==> config.mk <==
export PLATFORM = sky130hd
export DESIGN_NAME = json_string_unescaper_flat
export DESIGN_NICKNAME = d
export VERILOG_FILES = /design/src/hdl/jsu_pkg.sv /design/src/hdl/jsu_if.sv /design/src/hdl/json_string_unescaper.sv /design/src/hdl/jsu_decoder.sv /design/src/hdl/jsu_out_stage.sv /design/src/flat_wrapper.sv
export VERILOG_INCLUDE_DIRS = /design/src /design/src/hdl
export SDC_FILE = /design/constraint.sdc
export NUM_CORES = 1
export LEC_CHECK = 0
export ABC_AREA = 1
export BUFFER_PORTS_ARGS = -buffer_cell sky130_fd_sc_hd__buf_2
export CORE_AREA = 2 2 51 53
export CTS_BUF_LIST = sky130_fd_sc_hd__clkbuf_4 sky130_fd_sc_hd__clkbuf_8
export DETAILED_ROUTE_END_ITERATION = 16
export DIE_AREA = 0 0 53 55
export MAX_ROUTING_LAYER = met4
export PLACE_DENSITY = 0.88
export SLEW_MARGIN = 10
export SYNTH_ARGS = -nofsm -noshare
export SYNTH_HDL_FRONTEND = slang
export SYNTH_SLANG_ARGS = --single-unit
==> constraint.sdc <==
create_clock -name clk -period 3 [get_ports clk]
set_input_delay 0.3 -clock clk [delete_from_list [all_inputs] [get_ports clk]]
set_output_delay 0.3 -clock clk [all_outputs]
set_load 0.03 [all_outputs]
==> src/hdl/json_string_unescaper_macros.svh <==
// Assertion macros used by the RTL. Each expects clk in scope; all but JSU_ASSERT_NEXT_ALWAYS also need rst_n.
`ifndef JSON_STRING_UNESCAPER_MACROS_SVH
`define JSON_STRING_UNESCAPER_MACROS_SVH

// Same-cycle implication, masked during reset.
`define JSU_ASSERT_IMPLY(label, ante, cons) \
  label: assert property (@(posedge clk) disable iff (!rst_n) (ante) |-> (cons)) \
    else $error("jsu assertion failed");

// Next-cycle implication, masked during reset.
`define JSU_ASSERT_NEXT(label, ante, cons) \
  label: assert property (@(posedge clk) disable iff (!rst_n) (ante) |=> (cons)) \
    else $error("jsu assertion failed");

// Next-cycle implication, also checked across reset.
`define JSU_ASSERT_NEXT_ALWAYS(label, ante, cons) \
  label: assert property (@(posedge clk) (ante) |=> (cons)) \
    else $error("jsu assertion failed");

`endif

==> src/hdl/jsu_pkg.sv <==
package jsu_pkg;

  localparam logic [7:0] CH_QUOTE = 8'h22;
  localparam logic [7:0] CH_BSLASH = 8'h5C;
  localparam logic [7:0] CH_SLASH = 8'h2F;
  localparam logic [7:0] CH_N = 8'h6E;
  localparam logic [7:0] CH_T = 8'h74;
  localparam logic [7:0] CH_LF = 8'h0A;
  localparam logic [7:0] CH_TAB = 8'h09;
  localparam logic [7:0] CH_SPACE = 8'h20;
  localparam logic [7:0] CH_WS_LO = 8'h09;
  localparam logic [7:0] CH_WS_HI = 8'h0D;

  typedef enum logic [1:0] {
    MODE_WAIT = 2'd0,
    MODE_STR  = 2'd1,
    MODE_ESC  = 2'd2
  } mode_t;

  typedef enum logic [1:0] {
    KIND_CHAR  = 2'd0,
    KIND_CLOSE = 2'd1,
    KIND_ERR   = 2'd2
  } kind_t;

  typedef enum logic [2:0] {
    ERR_NONE          = 3'd0,
    ERR_MISSING_QUOTE = 3'd1,
    ERR_UNTERMINATED  = 3'd2,
    ERR_RAW_CONTROL   = 3'd3,
    ERR_BAD_ESCAPE    = 3'd4
  } err_t;

  typedef struct packed {
    kind_t      kind;
    logic [7:0] char_value;
    err_t       error_code;
  } res_t;

  // Decoder verdict for one byte or end-of-input event.
  typedef struct packed {
    logic  has_result;
    res_t  res;
    mode_t mode_nxt;
  } dec_t;

endpackage

==> src/hdl/jsu_if.sv <==
interface jsu_in_if;
  logic       valid;
  logic       ready;
  logic       action;
  logic [7:0] byte_value;

  modport source (output valid, output action, output byte_value, input ready);
  modport sink (input valid, input action, input byte_value, output ready);
endinterface

interface jsu_out_if;
  logic       valid;
  logic       ready;
  logic [1:0] kind;
  logic [7:0] char_value;
  logic [2:0] error_code;

  modport source (output valid, output kind, output char_value, output error_code,
                  input ready);
  modport sink (input valid, input kind, input char_value, input error_code,
                output ready);
endinterface

==> src/hdl/json_string_unescaper.sv <==
// Path: input register, then decoder, then output register holding the result.
// Throughput: one input transaction per cycle unless a result waits on the output;
//   no-result bytes (leading whitespace, opening quote, backslash) still use the register.
// The parse mode is updated as an item leaves the input register, so the next byte
//   sees it at once; this mode loop sets the rate.
// Reset (rst_n low, synchronous): both stages empty, parse mode back to waiting.
`include "json_string_unescaper_macros.svh"

module json_string_unescaper
  import jsu_pkg::*;
(
  input  logic clk,
  input  logic rst_n,
  jsu_in_if.sink    in_ch,
  jsu_out_if.source out_ch
);

  // Input register: holds one accepted transaction.
  logic       s1_valid_r;
  logic       s1_valid_nxt;
  logic       s1_action_r;
  logic [7:0] s1_byte_r;

  // Parse mode, advanced when the held item is retired.
  mode_t mode_r;
  mode_t mode_nxt;

  dec_t dec;
  logic out_free;
  logic s1_adv;
  logic in_fire;

  jsu_decoder u_dec (
    .mode       (mode_r),
    .action     (s1_action_r),
    .byte_value (s1_byte_r),
    .dec        (dec)
  );

  // An item with no result retires regardless of the output side.
  assign s1_adv = s1_valid_r && (out_free || !dec.has_result);

  jsu_out_stage u_out (
    .clk    (clk),
    .rst_n  (rst_n),
    .load   (s1_adv && dec.has_result),
    .res    (dec.res),
    .free   (out_free),
    .out_ch (out_ch)
  );

  assign in_ch.ready  = !s1_valid_r || s1_adv;
  assign in_fire      = in_ch.valid && in_ch.ready;
  assign s1_valid_nxt = in_fire || (s1_valid_r && !s1_adv);
  assign mode_nxt     = s1_adv ? dec.mode_nxt : mode_r;

  always_ff @(posedge clk) begin
    if (!rst_n) begin
      s1_valid_r <= 1'b0;
      mode_r     <= MODE_WAIT;
    end else begin
      s1_valid_r <= s1_valid_nxt;
      mode_r     <= mode_nxt;
    end
  end

  // payload needs no reset
  always_ff @(posedge clk) begin
    if (in_fire) begin
      s1_action_r <= in_ch.action;
      s1_byte_r   <= in_ch.byte_value;
    end
  end

  // Any error drops the parser back to waiting.
  `JSU_ASSERT_NEXT(a_err_to_wait, s1_adv && dec.has_result && (dec.res.kind == KIND_ERR), mode_r == MODE_WAIT)
  // An escape is always resolved by the next retired item.
  `JSU_ASSERT_NEXT(a_esc_resolves, s1_adv && (mode_r == MODE_ESC), mode_r != MODE_ESC)
  // Error results carry a code and no character.
  `JSU_ASSERT_IMPLY(a_err_fields, out_ch.valid && (out_ch.kind == KIND_ERR), (out_ch.error_code != ERR_NONE) && (out_ch.char_value == 8'h00))
  // Both stages come out of reset empty and waiting.
  `JSU_ASSERT_NEXT_ALWAYS(a_reset_empty, !rst_n, !s1_valid_r && !out_ch.valid && (mode_r == MODE_WAIT))

endmodule

==> src/hdl/jsu_decoder.sv <==
module jsu_decoder
  import jsu_pkg::*;
(
  input  mode_t      mode,
  input  logic       action,
  input  logic [7:0] byte_value,
  output dec_t       dec
);

  function automatic dec_t fail(input err_t code);
    dec_t d;
    d.has_result     = 1'b1;
    d.res.kind       = KIND_ERR;
    d.res.char_value = 8'h00;
    d.res.error_code = code;
    d.mode_nxt       = MODE_WAIT;
    return d;
  endfunction

  function automatic dec_t emit_char(input logic [7:0] ch, input mode_t m);
    dec_t d;
    d.has_result     = 1'b1;
    d.res.kind       = KIND_CHAR;
    d.res.char_value = ch;
    d.res.error_code = ERR_NONE;
    d.mode_nxt       = m;
    return d;
  endfunction

  logic is_space;

  assign is_space = (byte_value == CH_SPACE) ||
                    ((byte_value >= CH_WS_LO) && (byte_value <= CH_WS_HI));

  always_comb begin
    dec                = '0;
    dec.res.kind       = KIND_CHAR;
    dec.res.error_code = ERR_NONE;
    dec.mode_nxt       = mode;
    case (mode)
      MODE_STR: begin
        if (action) begin
          dec = fail(ERR_UNTERMINATED);
        end else if ((byte_value == CH_LF) || (byte_value == CH_TAB)) begin
          dec = fail(ERR_RAW_CONTROL);
        end else if (byte_value == CH_QUOTE) begin
          dec.has_result = 1'b1;
          dec.res.kind   = KIND_CLOSE;
          dec.mode_nxt   = MODE_WAIT;
        end else if (byte_value == CH_BSLASH) begin
          dec.mode_nxt = MODE_ESC;
        end else begin
          dec = emit_char(byte_value, MODE_STR);
        end
      end
      MODE_ESC: begin
        if (action) begin
          dec = fail(ERR_BAD_ESCAPE);
        end else begin
          case (byte_value)
            CH_QUOTE:  dec = emit_char(CH_QUOTE, MODE_STR);
            CH_BSLASH: dec = emit_char(CH_BSLASH, MODE_STR);
            CH_SLASH:  dec = emit_char(CH_SLASH, MODE_STR);
            CH_N:      dec = emit_char(CH_LF, MODE_STR);
            CH_T:      dec = emit_char(CH_TAB, MODE_STR);
            default:   dec = fail(ERR_BAD_ESCAPE);
          endcase
        end
      end
      default: begin
        // waiting for an opening quote
        if (action) begin
          dec = fail(ERR_MISSING_QUOTE);
        end else if (is_space) begin
          dec.mode_nxt = MODE_WAIT;
        end else if (byte_value == CH_QUOTE) begin
          dec.mode_nxt = MODE_STR;
        end else begin
          dec = fail(ERR_MISSING_QUOTE);
        end
      end
    endcase
  end

endmodule

==> src/hdl/jsu_out_stage.sv <==
module jsu_out_stage
  import jsu_pkg::*;
(
  input  logic clk,
  input  logic rst_n,
  input  logic load,
  input  res_t res,
  output logic free,
  jsu_out_if.source out_ch
);

  logic out_valid_r;
  logic out_valid_nxt;
  res_t out_res_r;

  // free when empty or the held result leaves this cycle
  assign free          = !out_valid_r || out_ch.ready;
  assign out_valid_nxt = load || (out_valid_r && !out_ch.ready);

  always_ff @(posedge clk) begin
    if (!rst_n) begin
      out_valid_r <= 1'b0;
    end else begin
      out_valid_r <= out_valid_nxt;
    end
  end

  always_ff @(posedge clk) begin
    if (load) begin
      out_res_r <= res;
    end
  end

  assign out_ch.valid      = out_valid_r;
  assign out_ch.kind       = out_res_r.kind;
  assign out_ch.char_value = out_res_r.char_value;
  assign out_ch.error_code = out_res_r.error_code;

endmodule
==> src/flat_wrapper.sv <==
// flat-port wrapper written by rule: the top's interface ports become plain ports
module json_string_unescaper_flat import jsu_pkg::*;
  (clk, rst_n, in_ch_valid, in_ch_action, in_ch_byte_value, in_ch_ready, out_ch_valid, out_ch_kind, out_ch_char_value, out_ch_error_code, out_ch_ready);
  jsu_in_if in_ch_i ();
  jsu_out_if out_ch_i ();
  input  logic clk;
  input  logic rst_n;
  input wire logic [$bits(in_ch_i.valid)-1:0] in_ch_valid;
  input wire logic [$bits(in_ch_i.action)-1:0] in_ch_action;
  input wire logic [$bits(in_ch_i.byte_value)-1:0] in_ch_byte_value;
  output wire logic [$bits(in_ch_i.ready)-1:0] in_ch_ready;
  output wire logic [$bits(out_ch_i.valid)-1:0] out_ch_valid;
  output wire logic [$bits(out_ch_i.kind)-1:0] out_ch_kind;
  output wire logic [$bits(out_ch_i.char_value)-1:0] out_ch_char_value;
  output wire logic [$bits(out_ch_i.error_code)-1:0] out_ch_error_code;
  input wire logic [$bits(out_ch_i.ready)-1:0] out_ch_ready;
  assign in_ch_i.valid = in_ch_valid;
  assign in_ch_i.action = in_ch_action;
  assign in_ch_i.byte_value = in_ch_byte_value;
  assign in_ch_ready = in_ch_i.ready;
  assign out_ch_valid = out_ch_i.valid;
  assign out_ch_kind = out_ch_i.kind;
  assign out_ch_char_value = out_ch_i.char_value;
  assign out_ch_error_code = out_ch_i.error_code;
  assign out_ch_i.ready = out_ch_ready;
  json_string_unescaper u_core (.clk(clk), .rst_n(rst_n), .in_ch(in_ch_i), .out_ch(out_ch_i));
endmodule
==> impl_metrics.ini, run 1 <==
[finish]
finish.utilization_pct = 66.4
drive_above_1_share_pct = 25.7
syn2layout_area_growth_pct = 14.2
n_antenna_cell = 0
nNetsFinal = 207
layout_common_cells = nand2_1, nor2_1, buf_2
mostFrequentLayoutCell = nand2_1
fin_area_sq_um = 1570
instances_no_fill = 221

[routing]
drtAntennaViolNets = 0
routed-via-count = 1120
route.detailed.drc = 0
drt-wirelength-per-cell_um = 11.0
via_per_inst = 5.07
wirelength_mm = 2.44
first_pass_iters = 4
drtIter0Drc = 30

[placement]
dp_hpwl_mm = 2.03
io_buffers = 27
placed_cells = 217
gp_congestion = 0.948
dpl_cell_area_sq_um = 1540

[clocking]
numClockSinks = 26
post_cts_buffers = 0
numCtsBuffers = 3
hold_buffers = 0
cts_resized = 0
insertion_delay_ns = 0.32
htree_levels = 1
cts_tree = built
clockBufferDepth = 2
cts.clk_slew.worst_paths_ns = 0.13
root_buffer = clkbuf_4

[worst_setup_path]
worstReg2RegStart = u_core.mode_r[0]
cp-endpoint = in_ch_ready
timing.rr.end = u_core.u_out.out_ch.error_code[2]
startpoint_type = register
cp.arrival_ns = 1.95
cpLargestDelayFamily = adder cells
path_cells = inv_1, ha_1, nor2_1, a21oi_2, nand2_2, nand3_1, buf_2
path_class = register to primary output
rr_worst_depth = 8
slowest_delay_ns = 0.48
crit_path_max_fanout = 10
end_kind = primary output
worst_path_max_delay_cell = ha_1
critical_path_buf_inv_count = 2
cp.required_ns = 2.70
startpoint = u_core.mode_r[0]
r2r_setup_slack_ns = 0.88
cp.depth = 7

[job]
max-cap-violations = 0

[power]
p_per_area_nw_per_um2 = 452
power_mw = 0.710
max-vdd-ir-drop_mv = 0.316
power_leakage_nw = 0.690

[global_route]
antenna_found_initial = 0
grt_pass1_wl_mm = 4.02
grt_pass1_vias = 993
grt.overflow.total = 0
grt_max_degree = 15
grt.total_usage_pct = 19.9

[logic_synthesis]
postSynthAreaPerCell_sq_um = 8.54
synth.net_count = 176
yosys_warnings = 0
ys_ff_latch = 26
synthesis.instances = 161
netlist_area_sq_um = 1380
synth_cell_types = 20
ys_seq_area_share_pct = 53.9

[sta]
tns_ns = 0
rsz0062_at_grt = no
post-route-period-util_pct = 75.0
hold_violations = 0
final-setup-viol-count = 0
finalClockSkew_ns = 0.00626
max_freq_mhz = 444
maxSlewHeadroom_pct = 71.0
final.min_clock_period_ns = 2.25
tightest_slew_ns = 0.435
final_max_slew_viol_count = 0

[floorplan]
fp.dieH_um = 55
start_util_pct = 58.1
rows = 18
die_w_um = 53
dieArea_sq_um = 2920
core_sq_um = 2360
ioPinCount = 28

[worst_hold_path]
worstHoldPathType = primary input to register

[status]
status = finished clean
[cell families after synthesis]
group / after synthesis / synth area share [%]
buffers and inverters: 27 / 7.64
adder cells (fa/ha/maj): 2 / 1.82
flip-flops: 26 / 53.9
AO/OA/AOI/OAI: 14 / 6.01
AND/OR/NAND/NOR: 92 / 30.7
[cell type report]
type / instances / area, sq um
fillers: 203 / 795
repair buffers: 27 / 135
flip-flops and latches: 26 / 741
inverters: 26 / 97.6
multi-input cells: 108 / 529
well taps: 30 / 37.5
clock buffers: 4 / 30.0
[worst min path at each step]
stage                                    from                  end  slack (ns)  depth (start not counted)
after detailed placement  in_ch_byte_value[4]  u_core.s1_byte_r[4]        0.48                          1
after global routing      in_ch_byte_value[4]  u_core.s1_byte_r[4]        0.13                          1
after global placement    in_ch_byte_value[0]  u_core.s1_byte_r[0]        0.48                          1
after floorplan                  in_ch_action   u_core.s1_action_r        0.40                          0
final                     in_ch_byte_value[2]  u_core.s1_byte_r[2]        0.14                          1
after CTS                 in_ch_byte_value[4]  u_core.s1_byte_r[4]        0.14                          1
[layer usage]
layer,global-route usage (%),wire [um],vias to the layer above
li1,-,-,575
met1,21.3,982,474
met2,36.0,1210,61
met3,2.69,173,10
met4,11.1,76,0
met5,-,0,-
[where the power goes]
group          total (mW)  leakage (nW)  internal [mW]  switching [mW]
combinational       0.120         0.435         0.0357          0.0848
clock               0.159        0.0184         0.0612          0.0983
sequential          0.430         0.237          0.417          0.0129
total               0.710         0.690          0.514           0.196
[registers in the layout, summed over array words and instances, names as in the netlist]
register,flops
u_core.s1_byte_r,8
u_core.u_out.out_ch.char_value,8
u_core.u_out.out_ch.error_code,3
u_core.mode_r,2
u_core.u_out.out_ch.kind,2
u_core.s1_action_r,1
u_core.s1_valid_r,1
u_core.u_out.out_ch.valid,1
[metrics by stage]
stage	hold slack, ns	setup slack, ns
after global routing	0.133	0.596
final	0.138	0.749
after detailed placement	0.478	0.887
after floorplan	0.399	1.01
after global placement	0.477	0.984
after CTS	0.140	0.762
[synthesized netlist by cell type]
cell      instances  share of area, %
nand3_2           2               1.5
a21oi_2           1              0.64
nor4_1            1              0.46
ha_1              2               1.8
nor2_2            2              0.91
nor2_1           27               7.4
a21oi_1           8               2.9
dfxtp_1           4               5.8
nand3b_1          1              0.55
inv_1            25               6.8
o31ai_1           2               1.1
o21ai_0           2              0.73
nand2_1          40                11
nand2_2           8               3.6
inv_2             1              0.27
a31o_2            1              0.64
nor2_4            3               2.5
edfxtp_1         22                48
buf_4             1              0.55
nand3_1           8               2.9
No activity file was read; power rests on OpenSTA's default activity.
==> run 2, diff against run 1 <==
Settings changed: ABC_AREA 1 to 0, CORE_AREA 2 2 51 53 to 2 2 53 55, DIE_AREA 0 0 53 55 to 0 0 55 57, PLACE_DENSITY 0.88 to 0.83.
Clock period 3 ns to 2.3 ns, I/O delays scaled along.
==> run 2 against run 1 <==
Against the previous run:
- the run now ends with negative setup slack left
- sequential cell count stayed put
- power is 32% higher
- clock-buffer cell count stayed put
- sequential share of layout area is 4.9 points lower
- synthesized cell count is 20% lower
- core utilization is 0.63 points higher
- clock power is 42% higher
- setup slack worse by 0.87 ns
- largest power group unchanged
- sequential power is 28% higher
- routed wire length is 35% higher
- combinational power is 36% higher
- non-clock buffer count is 17 higher
==> impl_metrics.ini, run 2 <==
[status]
status = finished, violations left
violations = negative setup slack

[logic_synthesis]
async_flop_share_pct = 0
synth_compound_area_share_pct = 15.5
synth.net_count = 143
synth-xor-area-share_pct = 0.636
synth-edff-count = 22
ys_seq_area_share_pct = 53.8
ys_top_cells_by_count = edfxtp_1, nand2_1, a21oi_1, nor2_1, inv_1
synth_top_cell_by_area = edfxtp_1
synth_top_family_by_area = simple AND/OR/NAND/NOR gates
yosys-top-cells-area = edfxtp_1, dfxtp_1, a21oi_1, nand2_1, nor4bb_1
synth_simple_gate_area_share_pct = 23.8
synth_most_common_cell = edfxtp_1
synthesis.instances = 128
synth-adder-area-share_pct = 1.82
netlist_area_sq_um = 1380
synth_top_area_share_pct = 48.0
synth_cell_types = 44
muxShareOfSynthArea_pct = 1.45
ys_ff_latch = 26
yosys_warnings = 0
postSynthAreaPerCell_sq_um = 10.8
synthFlopType = edfxtp_1

[clocking]
root_buffer = clkbuf_4
htree_levels = 1
cts.clk_slew.worst_paths_ns = 0.13
cts_tree = built
numClockSinks = 26
clockBufferDepth = 2
numCtsBuffers = 3
insertion_delay_ns = 0.32

[routing]
route.detailed.drc = 0
first_pass_iters = 4
drt-wirelength-per-cell_um = 16.3
via_per_inst = 6.30
wirelength_mm = 3.30
routed-via-count = 1273
drtAntennaViolNets = 0
drtIter0Drc = 83

[worst_hold_path]
worstHoldPathType = primary input to register
worstHoldEndpoint = u_core.s1_byte_r[1]
whs_path_depth = 1
hold_path.startpoint = in_ch_byte_value[1]

[worst_setup_path]
cp.arrival_ns = 2.20
worstReg2RegStart = u_core.s1_byte_r[4]
r2r_setup_slack_ns = 0.05
timing.rr.end = u_core.s1_byte_r[0]
crit_path_max_fanout = 2
rr_worst_depth = 6
end_kind = primary output
path_class = register to primary output
startpoint_type = register
cp.required_ns = 2.07

[finish]
n_antenna_cell = 0
finish.utilization_pct = 67.0
mostFrequentLayoutCell = buf_2
drive_above_1_share_pct = 33.9
nNetsFinal = 187
fill_cells = 219
syn2layout_area_growth_pct = 27.2
layout_common_cells = buf_2, edfxtp_1, buf_4

[sta]
rsz0062_at_grt = yes
final_max_slew_viol_count = 0
final-setup-viol-count = 1
max_freq_mhz = 412
fin_ws_ns = -0.126
post-route-period-util_pct = 105
tns_ns = -0.126
hold_ws_ns = 0.0723
hold_violations = 0
finalClockSkew_ns = 0.00449
final.min_clock_period_ns = 2.43
maxSlewHeadroom_pct = 76.0
tightest_slew_ns = 0.360

[floorplan]
fp.dieH_um = 57
core_sq_um = 2620
rows = 19
dieArea_sq_um = 3140
die_w_um = 55
ioPinCount = 28
start_util_pct = 52.7

[placement]
dp_hpwl_mm = 2.31
gp_congestion = 0.909
io_buffers = 27

[power]
switchingPower_mw = 0.240
p_clk_share_pct = 24.1
p_per_area_nw_per_um2 = 535
p_int_mw = 0.698
power_frac_comb_pct = 17.4
max-vdd-ir-drop_mv = 0.629
power_mw = 0.939
sw_frac_of_total_pct = 25.6
p_seq_share_pct = 58.5
power_leakage_nw = 0.671

[global_route]
grt.total_usage_pct = 21.1
grt_max_degree = 15
grt.overflow.total = 0
grt_pass1_wl_mm = 4.76
grt_pass1_vias = 1103
antenna_found_initial = 0

[job]
max-cap-violations = 0
run 2: cell count changes in the layout (fill, tap and decap cells not counted), sizes merged, moves of 3 or more:
| cell | change |
|---|---|
| a31oi | +3 |
| buf | +17 |
| inv | -20 |
| nand2 | -36 |
| nand3 | -7 |
| nand4b | +3 |
| nor2 | -25 |
| nor3 | +4 |
| nor3b | +4 |
| nor4bb | +3 |
| o21ai | +4 |
run 2: per-layer routing:
layer	part of all wire, %	track usage (%)
met1	37	26.3
met2	51	34.4
met3	8.7	3.40
met4	3.3	6.97
met5	0	-
run 2: worst max path at each step:
| stage | depth (start not counted) | start | end |
|---|---|---|---|
| 6_report | 6 | u_core.s1_byte_r[4] | in_ch_ready |
| 5_1_grt | 6 | u_core.s1_byte_r[4] | in_ch_ready |
| 4_1_cts | 6 | u_core.s1_byte_r[4] | in_ch_ready |
| 3_5_place_dp | 6 | u_core.s1_byte_r[7] | u_core.u_out.out_ch.char_value[1] |
| 3_3_place_gp | 6 | u_core.s1_byte_r[4] | in_ch_ready |
| 2_1_floorplan | 5 | u_core.s1_byte_r[4] | u_core.s1_action_r |
run 2: per-stage QoR:
step           std cells  setup slack [ns]  instance area (sq um)
2_1_floorplan        128            0.0284                   1390
3_3_place_gp         195            0.0641                   1650
3_5_place_dp         195           0.00322                   1650
4_1_cts              200           -0.0565                   1720
5_1_grt              202            -0.220                   1750
6_report             202            -0.126                   1750
run 2: layout make-up:
cell class | instances | area [sq um] | area share (%)
Timing Repair Buffer | 44 | 282 | 16.1
Inverter | 6 | 22.5 | 1.28
Tap cell | 31 | 38.8 | 2.21
Clock buffer | 4 | 36.3 | 2.07
Multi-Input combinational cell | 91 | 633 | 36.1
Sequential cell | 26 | 741 | 42.3
run 2: cells by family (layout without fill, tap and decap cells):
| group | after synthesis | count (layout) |
|---|---|---|
| AO/OA/AOI/OAI | 32 | 32 |
| XOR/XNOR | 1 | 1 |
| adder cells (fa/ha/maj) | 2 | 2 |
| buffers and inverters | 11 | 54 |
| flip-flops | 26 | 26 |
| multiplexers | 2 | 2 |
| AND/OR/NAND/NOR | 54 | 54 |
run 2: repair_timing:
action                     CTS  global route
buffers inserted             1             2
hold buffers                 0             0
resized for setup            6             2
setup endpoints to repair   14            23
pin swaps                    2             0
run 2: critical path, cell delays in order, from the launching register on:
cell	delay, ns
edfxtp_1	0.43
or4b_4	0.55
a2111o_1	0.35
o2bb2ai_2	0.15
o21ai_2	0.14
or2_2	0.14
buf_6	0.12
run 2: power by group through the flow:
| stage | Combinational [mW] | Sequential (mW) | Clock (mW) |
|---|---|---|---|
| after floorplan | 0.0726 | 0.577 | 0 |
| after global placement | 0.142 | 0.557 | 0 |
| after detailed placement | 0.146 | 0.558 | 0 |
| after CTS | 0.152 | 0.548 | 0.234 |
| after global routing | 0.174 | 0.552 | 0.253 |
| final | 0.163 | 0.549 | 0.226 |
